<file path="src/dlq_pkg.sv">
`default_nettype none
package dlq_pkg;

	localparam int ENTRIES     = 64;
	localparam int HANDLE_BITS = 8;
	localparam int DELAY_BITS  = 32;

	// result kinds
	localparam logic [2:0] KIND_QUEUED  = 3'd0;
	localparam logic [2:0] KIND_FIRED   = 3'd1;
	localparam logic [2:0] KIND_FULL    = 3'd2;
	localparam logic [2:0] KIND_IGNORED = 3'd3;
	localparam logic [2:0] KIND_EXPIRED = 3'd4;
	localparam logic [2:0] KIND_NONE    = 3'd5;

	// token modes
	localparam logic TOK_WALK  = 1'b0;
	localparam logic TOK_SHIFT = 1'b1;

	// insertion token passed from cell to cell
	typedef struct packed {
		logic                   v;
		logic                   mode;
		logic [DELAY_BITS-1:0]  delay;
		logic [HANDLE_BITS-1:0] hdl;
	} tok_t;

	// commands broadcast to the cells
	typedef struct packed {
		logic pop;
		logic dec;
	} cell_cmd_t;

endpackage
`default_nettype wire

</file>
<file path="src/dlq_cell.sv">
`default_nettype none
module dlq_cell import dlq_pkg::*; (
	input  wire logic                   clk,
	input  wire logic                   arst_n,
	input  wire cell_cmd_t              cmd,
	input  wire tok_t                   tok_in,
	output tok_t                        tok_out,
	input  wire logic                   nb_vld,
	input  wire logic [DELAY_BITS-1:0]  nb_dly,
	input  wire logic [HANDLE_BITS-1:0] nb_hdl,
	output logic                        vld,
	output logic [DELAY_BITS-1:0]       dly,
	output logic [HANDLE_BITS-1:0]      hdl
);

	logic                   vld_q;
	logic [DELAY_BITS-1:0]  dly_q;
	logic [HANDLE_BITS-1:0] hdl_q;
	logic                   tok_v_q;
	logic                   tok_mode_q;
	logic [DELAY_BITS-1:0]  tok_dly_q;
	logic [HANDLE_BITS-1:0] tok_hdl_q;
	logic                   pass;

	assign vld     = vld_q;
	assign dly     = dly_q;
	assign hdl     = hdl_q;
	assign tok_out = '{v: tok_v_q, mode: tok_mode_q, delay: tok_dly_q, hdl: tok_hdl_q};

	// new timer still later than this entry: walk on
	assign pass = (tok_in.mode == TOK_WALK) && vld_q && (tok_in.delay > dly_q);

	// valid bit and outgoing token
	always_ff @(posedge clk or negedge arst_n) begin
		if (!arst_n) begin
			vld_q   <= 1'b0;
			tok_v_q <= 1'b0;
		end else begin
			tok_v_q <= 1'b0;
			if (cmd.pop) begin
				vld_q <= nb_vld;
			end else if (tok_in.v) begin
				if (pass) begin
					tok_v_q <= 1'b1;
				end else begin
					vld_q   <= 1'b1;
					tok_v_q <= vld_q;
				end
			end
		end
	end

	// entry contents and token payload
	always_ff @(posedge clk) begin
		if (cmd.pop) begin
			dly_q <= nb_dly;
			hdl_q <= nb_hdl;
		end else if (cmd.dec) begin
			if (vld_q && dly_q != '0) begin
				dly_q <= dly_q - 1'b1;
			end
		end else if (tok_in.v) begin
			if (pass) begin
				tok_mode_q <= TOK_WALK;
				tok_dly_q  <= tok_in.delay - dly_q;
				tok_hdl_q  <= tok_in.hdl;
			end else begin
				dly_q      <= tok_in.delay;
				hdl_q      <= tok_in.hdl;
				tok_mode_q <= TOK_SHIFT;
				tok_hdl_q  <= hdl_q;
				if (tok_in.mode == TOK_WALK) begin
					tok_dly_q <= dly_q - tok_in.delay;
				end else begin
					tok_dly_q <= dly_q;
				end
			end
		end
	end

endmodule
`default_nettype wire

</file>
<file path="config.mk">
export PLATFORM = sky130hd
export DESIGN_NAME = dlq_cell
export DESIGN_NICKNAME = d
export VERILOG_FILES = /design/src/dlq_pkg.sv /design/src/dlq_cell.sv
export SDC_FILE = /design/constraint.sdc
export NUM_CORES = 1
export LEC_CHECK = 0
export BUFFER_PORTS_ARGS = -buffer_cell sky130_fd_sc_hd__buf_2
export CAP_MARGIN = 20
export CORE_MARGIN = 8
export CORE_UTILIZATION = 44
export DETAILED_ROUTE_END_ITERATION = 8
export HOLD_SLACK_MARGIN = 0.06
export PLACE_DENSITY = 0.65
export SETUP_SLACK_MARGIN = 0.02
export SLEW_MARGIN = 15
export SYNTH_ARGS = -nofsm -noshare
export SYNTH_HDL_FRONTEND = slang
export SYNTH_SLANG_ARGS = --single-unit
</file>
<file path="constraint.sdc">
create_clock -name clk -period 5.5 [get_ports clk]
set_input_delay 1.65 -clock clk [delete_from_list [all_inputs] [get_ports clk]]
set_output_delay 1.65 -clock clk [all_outputs]
set_load 0.03 [all_outputs]
</file>
; Word level (Yosys, flattened, before mapping)
; Index checks and enable logic that the tools add are counted.
[totals]
regBits = 83
out_inout_bits = 83
in_bits = 87
[op_classes]
n_addsub = 3
n_lt_le_gt_ge = 1
muxes = 19
eq_ne = 4
n_reduce_logical = 10
n_bitwise = 3
[ops]
columns = op, n
row1 = 2-to-1 mux 32 bit, 7
row2 = subtractor 32 bit, 2
row3 = 2-to-1 mux 8 bit, 5
row4 = greater-than comparator 32 bit, 1
row5 = nonzero test 32 bit, 1
row6 = subtractor 32 x 1 -> 32 bit (second input constant), 1
row7 = AND reduction 3 bit, 3
row8 = 2-to-1 mux 1 bit, 7
row9 = logical AND 1 bit, 3
row10 = != test 3 x 1 -> 1 bit (second input constant), 1
row11 = != test 3 bit (second input constant), 1
row12 = inverter 1 bit, 3
row13 = nonzero test 3 bit, 1
row14 = != test 2 x 1 -> 1 bit (second input constant), 1
row15 = != test 2 bit (second input constant), 1
row16 = AND reduction 2 bit, 1
row17 = nonzero test 2 bit, 1

; Logic depth before layout (Yosys ltp)
; Gate-level depths: netlist (run 1).
[depth]
depth_word = 7
ltp_mapped = 15

; Worst setup path before layout (run 1)
; No wires, ideal clock.
[synth_path]
path_type = in2reg
from = input port cmd[1] (netlist bit)
to = register tok_dly_q[0], enable pin
arrival_ns = 5.129
setup_time_ns = 0.499
n_path_buf = 2
setup_slack_ns = -0.128
path_stages = 3
required_ns = 5.001
cell_sequence = buf_1 > clkbuf_1 > nor3b_1
[synth_between]
elab_chain_cells = 2
[synth_lines]
columns = item, line
row1 = "start, declared", dlq_cell.sv:5  ; input wire cell_cmd_t cmd,
row2 = inverter 1 bit (no source line), n/a
row3 = AND reduction 3 bit (no source line), n/a
row4 = "end signal, assigned", dlq_cell.sv:65  ; tok_dly_q <= tok_in.delay - dly_q;
row5 = "end signal, assigned", dlq_cell.sv:73  ; tok_dly_q <= dly_q - tok_in.delay;
row6 = "end signal, assigned", dlq_cell.sv:75  ; tok_dly_q <= dly_q;
row7 = "end, declared", dlq_cell.sv:21  ; logic [DELAY_BITS-1:0] tok_dly_q;
; No other way between the ends.
; A chain may end at the register's enable or synchronous reset.

; Worst setup path after layout (run 1)
[layout_path]
from = input port tok_in[12] (netlist bit)
to = register dly_q[15] (netlist: dly[15]), enable pin
[layout_between]
elab_chain_cells = 4
[layout_lines]
columns = item, line
row1 = "start, declared", dlq_cell.sv:6  ; input wire tok_t tok_in,
row2 = greater-than comparator 32 bit, dlq_cell.sv:31  ; assign pass = (tok_in.mode == TOK_WALK) && vld_q && (tok_in.delay > dly_q);
row3 = logical AND 1 bit, dlq_cell.sv:31
row4 = != test 3 bit (no source line), n/a
row5 = AND reduction 3 bit (no source line), n/a
row6 = "end signal, assigned", dlq_cell.sv:56  ; dly_q <= nb_dly;
row7 = "end signal, assigned", dlq_cell.sv:60  ; dly_q <= dly_q - 1'b1;
row8 = "end signal, assigned", dlq_cell.sv:68  ; dly_q <= tok_in.delay;
row9 = "end, declared", dlq_cell.sv:17  ; logic [DELAY_BITS-1:0] dly_q;
; No other way between the ends.

==> results of run 1 <==
-- power breakdown --
part,internal [mW],switching [mW]
registers,0.777,0.0643
clock network,0.313,0.285
logic,0.404,0.719
total,1.49,1.07
-- Yosys cell counts (4+ instances only) --
library cell  number
buf_4              5
ha_1              64
o31ai_1            5
nand4_1           20
inv_1             86
a221o_1           12
nor2_1            63
o221ai_1           7
clkbuf_1          25
o221a_1            5
nand2b_1           9
a21oi_1           80
o21bai_1          20
nand2_1          117
o22ai_1           21
nor3_1            22
o21ai_1            6
and3_1             5
nand3_1           14
a221oi_1          15
o21a_1             5
o21ai_0           83
mux2_2             9
or3_1              5
a211oi_1          10
xnor2_1           28
nor2b_1            6
a22oi_1            7
edfxtp_1          81
buf_2             20
xor2_1             4
a21o_1            23
a211o_1            4
a31oi_1            6
-- worst min-delay path by stage --
stage / endpoint / slack [ns]
floorplan: vld$_DFFE_PN0P_ / 0.73
global placement: tok_hdl_q[3]$_DFFE_PP_ / 0.51
detailed placement: tok_hdl_q[2]$_DFFE_PP_ / 0.52
CTS: tok_hdl_q[4]$_DFFE_PP_ / 0.54
global route: tok_hdl_q[6]$_DFFE_PP_ / 0.58
finish: tok_hdl_q[4]$_DFFE_PP_ / 0.54
-- state kept, by name, summed over array words and instances (netlist names) --
register    flops
tok_v_q         1
tok_hdl_q       8
tok_mode_q      1
vld             1
tok_dly_q      32
hdl             8
dly            32
-- layer usage --
| layer | part of all wire, % | wire (um) | track usage [%] |
|---|---|---|---|
| met4 | 3.4 | 904 | 9.01 |
| met2 | 45 | 12000 | 36.7 |
| met1 | 45 | 11900 | 29.9 |
| met3 | 7.0 | 1880 | 4.18 |
| met5 | 0 | 0 | 0 |
-- worst min-delay path: stages, from the launching register on --
cell and delay [ns]:
edfxtp_1 0.34, nand2_1 0.05, nand2_1 0.05
-- through the flow --
step	util, %	worst slack [ns]
after floorplan	-	0.353
after global placement	50.2	0.508
after detailed placement	50.2	0.433
after CTS	51.7	0.788
after global routing	51.7	0.576
final	51.7	0.783
-- logic make-up (layout without fill, tap and decap cells) --
family	Yosys count	count (layout)	share of synthesized area, %
AO/OA/AOI/OAI	339	339	28.1
XOR/XNOR	32	32	3.50
adder cells (fa/ha/maj)	66	66	10.5
buffers and inverters	147	289	7.74
flip-flops	83	83	31.0
multiplexers	12	12	1.66
AND/OR/NAND/NOR	286	286	17.5
-- area by class of cell --
| type | instances | share of cell area, % |
|---|---|---|
| inverter | 90 | 3.65 |
| timing repair buffer | 183 | 10.4 |
| clock inverter | 6 | 0.513 |
| multi-input combinational | 735 | 53.1 |
| clock buffer | 10 | 2.47 |
| tap | 229 | 3.09 |
| sequential | 83 | 26.8 |
==> results.tsv, run 1 <==
metric	value	unit
status	completed	
r2r-start	dly[0]$_DFFE_PP_	
finalCriticalPeriod	4.72	ns
drt_iter0_drc	685	
area.growth.synth_to_final	15.8	%
wire_per_inst	19.9	um
reg2reg_setup_slack	1.60	ns
syn_inst	965	
holdPathStages	2	
drv_cap	0	
crit_start	tok_in[12]	
via_count	7854	
async_reset_ff_share	2.41	%
crit_buf_inv	4	
ant_nets	0	
max-clock-path-buffers	2	
reg2reg_to	tok_dly_q[24]$_DFFE_PP_	
initial_core_util	44.7	%
placed_cells	1320	
cts_buffers	9	
grt_overflow_total	0	
num-fill-cells	1775	
cts_tree	done	
synth_flop_cell	edfxtp_1	
cp_max_fo	16	
worstSetupEndpointType	flop	
min_from	hdl[4]$_DFFE_PP_	
netlist_area	0.00800	mm2
placed_area	0.00899	mm2
insertion_delay	0.36	ns
n_antenna_cell	0	
worstPathArrival	4.75	ns
grt_setup_unrepaired	no	
dp.final_hpwl	20300	um
layout_common_cells	169 x buf_2, 117 x nand2_1, 86 x inv_1	
ys_seq_area_share	31.0	%
worstHoldPathType	flop to flop	
drcViolationCount	0	
cts-root-buf	clkbuf_16	
via_per_inst	5.88	
path_delay_family	compound AO/OA/AOI/OAI gates	
final_cell_area	0.00926	mm2
cp_slowest_cell	or4_1	
power_density	277	mW/mm2
critical_path_depth	13	
io_buffers	169	
hold_violations	0	
coreArea	0.0179	mm2
gp_routability_congestion	0.924	
antenna_found_initial	0	
worst_r2r_path_depth	12	
die_w	151	um
setup_viol	0	
worstSetupPathType	input pin to flop	
crit_chain	buf_2 > inv_1 > ha_1 > a21oi_2 > nor2b_1 > or4_1 > a311o_1 > o22ai_4 > a21oi_4 > inv_2 > a31o_2 > nand2b_1 > buf_4	
tightest_slew	0.923	ns
synthDistinctLibCells	81	
cp.required	5.53	ns
grt_usage	22.9	%
synth_nets	1118	
nNetsFinal	1255	
die_area	0.0227	mm2
clkSinkCount	83	
synth_edf_count	81	
final_cell_count_no_fill	1336	
wirelength	26600	um
num_rows	49	
yosys.area.top_type	edfxtp_1	
tns	0	ns
grt_max_degree	49	
layout-drive-gt1-share	21.3	%
fp.dieH	151	um
hold_ws	0.542	ns
post-cts-setup-buffers	0	
ioPinCount	170	
crit_end	dly[15]$_DFFE_PP_	
slowest_delay	0.52	ns
yosys_warnings	0	
slew_headroom	38.5	%
drtPass1Iterations	5	
grt_pass1_wl	41100	um
seq_area	0.00248	mm2
layout_commonest_cell	buf_2	
grt_pass1_vias	7650	
finalPower	2.56	mW
synth-seq-cells	83	
multi_input_area	0.00492	mm2
clock.fmax	0.212	GHz
leakage	4.10	nW
critPathLaunchType	input pin	
synth_top_area_share	30.4	%
maxSlewViolCount	0	
finClkSkew	0.00854	ns
finalCritPeriodShare	85.8	%
peakVddDrop	0.167	mV
htree_num_levels	3	
post_cts_resized	0	
hold_buffers	0	
synthTopCellsByArea	edfxtp_1 30%, ha_1 10%, nand2_1 5.5%	
syn_area_per_cell	8.29	um2
clkTransAtPathRegs	0.07	ns
No activity file was read; power rests on OpenSTA's default activity.
==> run 2, diff against run 1 <==
--- a/config.mk
+++ b/config.mk
@@ -5,10 +5,11 @@
 export SDC_FILE = /design/constraint.sdc
 export NUM_CORES = 1
 export LEC_CHECK = 0
-export BUFFER_PORTS_ARGS = -buffer_cell sky130_fd_sc_hd__buf_2
+export BUFFER_PORTS_ARGS = -buffer_cell sky130_fd_sc_hd__buf_4
 export CAP_MARGIN = 20
 export CORE_MARGIN = 8
 export CORE_UTILIZATION = 44
+export CTS_CLUSTER_SIZE = 10
 export DETAILED_ROUTE_END_ITERATION = 8
 export HOLD_SLACK_MARGIN = 0.06
 export PLACE_DENSITY = 0.65
==> results.tsv, run 2 (synthesis gave the netlist of run 1 again) <==
metric	value	unit	change
status	completed		
reg2reg_setup_slack	1.65	ns	+0.05 ns
grt_pass1_wl	40800	um	-0.90%
clock.fmax	0.214	GHz	+0.97%
critical_path_depth	13		unchanged
drcViolationCount	0		unchanged
maxSlewViolCount	0		unchanged
final_cell_count_no_fill	1334		-0.15%
hold_violations	0		unchanged
cp_max_fo	17		+1
nNetsFinal	1253		-0.16%
crit_buf_inv	4		unchanged
crit_chain	buf_4 > inv_1 > ha_1 > a21oi_2 > nor2b_1 > or4_1 > a311o_1 > o22ai_4 > a21oi_4 > inv_2 > a31o_2 > nand2b_1 > buf_4		
finalCriticalPeriod	4.67	ns	-0.0455 ns
worstPathArrival	4.71	ns	-0.04 ns
clkTransAtPathRegs	0.07	ns	about the same
grt_pass1_vias	7550		-1.3%
wire_per_inst	19.9	um	-0.26%
finalWorstSetupSlack	0.829	ns	+0.0455 ns
clkSinkCount	83		unchanged
final_cell_area	0.00970	mm2	+4.7%
cts_buffers	9		unchanged
coreArea	0.0179	mm2	unchanged
reg2reg_to	dly[13]$_DFFE_PP_		
wirelength	26500	um	-0.41%
io_buffers	169		unchanged
holdPathStages	2		unchanged
insertion_delay	0.37	ns	about the same
ioPinCount	170		unchanged
worstHoldPathType	flop to flop		
htree_num_levels	3		unchanged
cts_tree	done		
placed_area	0.00941	mm2	+4.7%
layout_commonest_cell	buf_4		
dp.final_hpwl	20200	um	-0.63%
finClkSkew	0.0160	ns	+0.00746 ns
post_cts_resized	0		unchanged
tightest_slew	0.769	ns	-0.154 ns
layout-drive-gt1-share	21.3	%	-0.052 points
drtPass1Iterations	5		unchanged
drv_cap	0		unchanged
slew_headroom	48.7	%	+10 points
setup_viol	0		unchanged
grt_max_degree	77		+57%
ant_nets	0		unchanged
die_w	151	um	unchanged
leakage	4.24	nW	+3.4%
placed_cells	1318		-0.15%
r2r-start	dly[7]$_DFFE_PP_		
hold_ws	0.555	ns	+0.0134 ns
area.growth.synth_to_final	21.3	%	
fp.dieH	151	um	unchanged
tns	0	ns	unchanged
path_delay_family	compound AO/OA/AOI/OAI gates		
n_antenna_cell	0		unchanged
crit_end	dly[13]$_DFFE_PP_		
max-clock-path-buffers	2		unchanged
worstSetupEndpointType	flop		
pre_cts_slack	0.457	ns	+0.0232 ns
cp.required	5.53	ns	about the same
layout_common_cells	179 x buf_4, 117 x nand2_1, 86 x inv_1		
crit_top_cell	buf_4		
drt_iter0_drc	573		-16%
post-cts-setup-buffers	0		unchanged
die_area	0.0227	mm2	unchanged
cp_slowest_cell	or4_1		
crit_start	tok_in[12]		
peakVddDrop	0.162	mV	-3.3%
hold_buffers	0		unchanged
grt_overflow_total	0		unchanged
cts-root-buf	clkbuf_16		
critPathLaunchType	input pin		
worstSetupPathType	input pin to flop		
worst_r2r_path_depth	10		-2
num_rows	49		unchanged
grt_setup_unrepaired	no		
slowest_delay	0.52	ns	about the same
antenna_found_initial	0		unchanged
via_count	7868		+0.18%
initial_core_util	44.7	%	unchanged
via_per_inst	5.90		+0.33%
grt_usage	22.7	%	-0.17 points
finalCritPeriodShare	84.9	%	-0.83 points
power_density	272	mW/mm2	-1.8%
gp_routability_congestion	0.931		+0.74%
num-fill-cells	1787		+0.68%
[run 2: cell count changes in the layout (fill, tap and decap cells not counted), sizes merged]
cell	change
inv	-1
buf	-2
clkinvlp	+2
clkbuf	-1
[run 2: cell type report]
| class | count | area, um2 | share of cell area [%] |
|---|---|---|---|
| clock buffers | 9 | 225 | 2.32 |
| clock inverters | 7 | 70.1 | 0.722 |
| inverters | 90 | 338 | 3.48 |
| multi-input cells | 735 | 4920 | 50.7 |
| flip-flops and latches | 83 | 2480 | 25.6 |
| well taps | 229 | 287 | 2.95 |
| repair buffers | 181 | 1380 | 14.3 |
[run 2: per-layer routing]
metal	up-vias	GRT usage (%)	wire (um)
met5	-	0	0
met4	0	7.72	569
met3	55	4.06	2020
met2	308	36.8	12100
met1	3689	29.8	11800
li1	3816	-	-
[run 2: worst min-delay path by stage]
| stage | slack (ns) | start | endpoint |
|---|---|---|---|
| 2_1_floorplan | 0.73 | vld$_DFFE_PN0P_ | vld$_DFFE_PN0P_ |
| 3_3_place_gp | 0.52 | hdl[6]$_DFFE_PP_ | tok_hdl_q[6]$_DFFE_PP_ |
| 3_5_place_dp | 0.54 | hdl[4]$_DFFE_PP_ | tok_hdl_q[4]$_DFFE_PP_ |
| 4_1_cts | 0.56 | hdl[4]$_DFFE_PP_ | tok_hdl_q[4]$_DFFE_PP_ |
| 5_1_grt | 0.57 | hdl[5]$_DFFE_PP_ | tok_hdl_q[5]$_DFFE_PP_ |
| 6_report | 0.56 | hdl[5]$_DFFE_PP_ | tok_hdl_q[5]$_DFFE_PP_ |
[run 2: power by group]
group	switching, mW	internal, mW	leakage [nW]
Combinational	0.714	0.449	3.30
Clock	0.312	0.319	0.135
Sequential	0.0665	0.777	0.811
Total	1.09	1.54	4.24
[run 2: metrics by stage]
stage	total power, mW	utilization (%)
global placement	2.00	52.5
floorplan	1.64	-
global route	2.78	54.2
CTS	2.64	54.2
finish	2.64	54.2
detailed placement	2.00	52.5
[run 2: worst reg2reg max path, delay by kind of cell (launching register included)]
family / cells / cell delay (ns)
AO/OA/AOI/OAI: 5 / 1.25
flip-flops: 1 / 0.56
buffers and inverters: 2 / 0.50
AND/OR/NAND/NOR: 2 / 0.71
adder cells (fa/ha/maj): 1 / 0.47
==> run 3, diff against run 2 <==
--- a/config.mk
+++ b/config.mk
@@ -5,6 +5,7 @@
 export SDC_FILE = /design/constraint.sdc
 export NUM_CORES = 1
 export LEC_CHECK = 0
+export ABC_AREA = 1
 export BUFFER_PORTS_ARGS = -buffer_cell sky130_fd_sc_hd__buf_4
 export CAP_MARGIN = 20
 export CORE_MARGIN = 8
@@ -12,7 +13,7 @@
 export CTS_CLUSTER_SIZE = 10
 export DETAILED_ROUTE_END_ITERATION = 8
 export HOLD_SLACK_MARGIN = 0.06
-export PLACE_DENSITY = 0.65
+export PLACE_DENSITY = 0.66
 export SETUP_SLACK_MARGIN = 0.02
 export SLEW_MARGIN = 15
 export SYNTH_ARGS = -nofsm -noshare
==> constraint.sdc (replaced) <==
create_clock -name clk -period 4.13 [get_ports clk]
set_input_delay 1.239 -clock clk [delete_from_list [all_inputs] [get_ports clk]]
set_output_delay 1.239 -clock clk [all_outputs]
set_load 0.03 [all_outputs]
==> results.tsv, run 3 <==
metric	value	unit	change
status	completed		
hold_buffers	0		unchanged
synthTopCellsByArea	edfxtp_1 26%, nand2_1 23%, inv_1 11%		
reg2reg_setup_slack	1.12	ns	-0.53 ns
ys_seq_area_share	26.4	%	-4.6 points
synth_nets	1657		+48%
synth_top_area_share	25.9	%	-4.5 points
area.growth.synth_to_final	19.7	%	
critPathLaunchType	input pin		
fp.dieH	162	um	+7.5%
cts_buffers	9		unchanged
maxSlewViolCount	0		unchanged
num-fill-cells	2187		+22%
worstSetupPathType	input pin to flop		
syn_area_per_cell	6.25	um2	-25%
net-switching-power	1.81	mW	+66%
ant_nets	0		unchanged
peakVddDrop	0.179	mV	+11%
coreArea	0.0210	mm2	+17%
cts_tree	done		
cp_slowest_cell	fa_1		
tightest_slew	0.590	ns	-0.180 ns
drcViolationCount	0		unchanged
cts-root-buf	clkbuf_16		
post-cts-setup-buffers	0		unchanged
io_buffers	169		unchanged
htree_num_levels	3		unchanged
layout_common_cells	565 x nand2_1, 269 x inv_1, 187 x buf_4		
die_area	0.0263	mm2	+16%
finalCriticalPeriod	3.38	ns	
wirelength	34800	um	+31%
setup_viol	0		unchanged
min_from	hdl[3]$_DFFE_PP_		
slowest_delay	0.41	ns	-0.11 ns
finClkSkew	0.0142	ns	-0.00181 ns
layout_commonest_cell	nand2_1		
yosys-top-cells-count	565 x nand2_1, 269 x inv_1, 115 x nor2_1		
dp.final_hpwl	29000	um	+44%
n_antenna_cell	0		unchanged
hold_ws	0.573	ns	+0.0174 ns
finalPower	3.92	mW	+49%
insertion_delay	0.37	ns	about the same
holdPathStages	2		unchanged
grt_setup_unrepaired	no		
cp_max_fo	24		+7
pwr-share-comb	48.9	%	+4.8 points
worst_r2r_path_depth	12		+2
antenna_found_initial	0		unchanged
yosysMostFrequentCell	nand2_1		
grt_max_degree	53		-31%
cp.required	4.34	ns	-1.19 ns
synthDistinctLibCells	39		-52%
worstHoldPathType	flop to flop		
syn_inst	1504		+56%
grt_usage	26.1	%	+3.4 points
synth_flop_cell	edfxtp_1		
clkTransAtPathRegs	0.08	ns	about the same
gp_routability_congestion	0.992		+6.6%
synth_edf_count	81		unchanged
slew_headroom	60.7	%	+12 points
hold_violations	0		unchanged
yosys.area.top_type	edfxtp_1		
seq_area	0.00248	mm2	unchanged
swShare	46.2	%	+4.8 points
placed_area	0.0109	mm2	+16%
die_w	162	um	+7.5%
worstSetupEndpointType	flop		
sequentialPowerShare	29.1	%	-2.9 points
final_cell_area	0.0112	mm2	+16%
p_clk_share	22.0	%	-1.9 points
tns	0	ns	unchanged
wire_per_inst	17.9	um	-9.9%
clock.fmax	0.296	GHz	
crit_chain	buf_4 > inv_1 > ha_1 > fa_1 > inv_1 > nand2_1 > nand2_2 > nand2_1 > nand2_2 > nand2_1 > nand2_2 > nand2_2 > nand2_4 > nand2_8 > inv_4 > nand3_2 > nand2_1		
drtPass1Iterations	5		unchanged
grt_overflow_total	0		unchanged
via_per_inst	5.18		-12%
layout-drive-gt1-share	15.0	%	-6.2 points
yosys_warnings	0		unchanged
intPower	2.11	mW	+37%
leakage	6.03	nW	+42%
via_count	10100		+28%
synth-seq-cells	83		unchanged
power_density	349	mW/mm2	+28%
netlist_area	0.00940	mm2	+18%
r2r-start	dly[21]$_DFFE_PP_		
drt_iter0_drc	1004		+75%
initial_core_util	44.7	%	about the same
finalCritPeriodShare	81.9	%	
grt_pass1_vias	9478		+26%
ioPinCount	170		unchanged
multi_input_area	0.00566	mm2	+15%
post_cts_resized	0		unchanged
reg2reg_to	dly[10]$_DFFE_PP_		
num_rows	53		+8.2%
max-clock-path-buffers	2		unchanged
min_to	tok_hdl_q[3]$_DFFE_PP_		
drv_cap	0		unchanged
clkSinkCount	83		unchanged
nNetsFinal	1816		+45%
grt_pass1_wl	52900	um	+30%
worstPathArrival	3.59	ns	-1.12 ns
async_reset_ff_share	2.41	%	unchanged
-- run 3: worst max-delay path: cells and delay by family --
kind                       cells  cell delay (ns)
buffers and inverters          4             0.60
adders and majority gates      2             0.65
and+or+nand+nor               11             1.08
-- run 3: cell type report --
cell class	instances	area share (%)
multi-input cells	1106	50.3
flip-flops and latches	83	22.1
repair buffers	188	12.7
inverters	275	9.20
well taps	275	3.06
clock buffers	9	2.00
clock inverters	7	0.679
-- run 3: kinds of logic (layout without fill, tap and decap cells) --
family	Yosys count	in the layout	synth area share (%)
AND/OR/NAND/NOR	836	836	37.3
buffers and inverters	315	479	13.6
XOR/XNOR	45	45	4.19
flip-flops	83	83	26.4
adder cells (fa/ha/maj)	66	66	8.95
AO/OA/AOI/OAI	159	159	9.62
-- run 3: per-stage QoR --
stage | worst slack (ns) | cells | util [%]
after floorplan | 0.255 | 1504 | -
after global placement | 0.429 | 1927 | 52.1
after detailed placement | 0.372 | 1927 | 52.1
after CTS | 0.773 | 1943 | 53.5
after global routing | 0.574 | 1943 | 53.5
final | 0.748 | 1943 | 53.5
-- run 3: how the worst max path moves through the flow --
stage / start / endpoint / cells after the start
detailed placement: tok_in[8] / tok_dly_q[3]$_DFFE_PP_ / 16
CTS: tok_in[8] / tok_dly_q[3]$_DFFE_PP_ / 16
finish: tok_in[8] / tok_dly_q[18]$_DFFE_PP_ / 17
global route: tok_in[8] / tok_dly_q[18]$_DFFE_PP_ / 17
floorplan: tok_in[22] / dly[0]$_DFFE_PP_ / 14
global placement: tok_in[15] / dly[1]$_DFFE_PP_ / 14
-- run 3: routing by layer --
metal  part of all wire [%]  routed length (um)  global-route usage (%)
met5                      0                   0                       0
met4                    2.3                 813                    8.80
met3                    9.1                3170                    4.78
met2                     42               14700                    38.5
met1                     46               16100                    37.4
-- run 3: power by group through the flow --
stage	logic, mW	registers, mW	clock network [mW]
floorplan	1.16	1.26	0
global placement	1.88	1.15	0
detailed placement	1.89	1.15	0
CTS	1.90	1.14	0.874
global route	2.12	1.15	0.897
finish	1.92	1.14	0.864
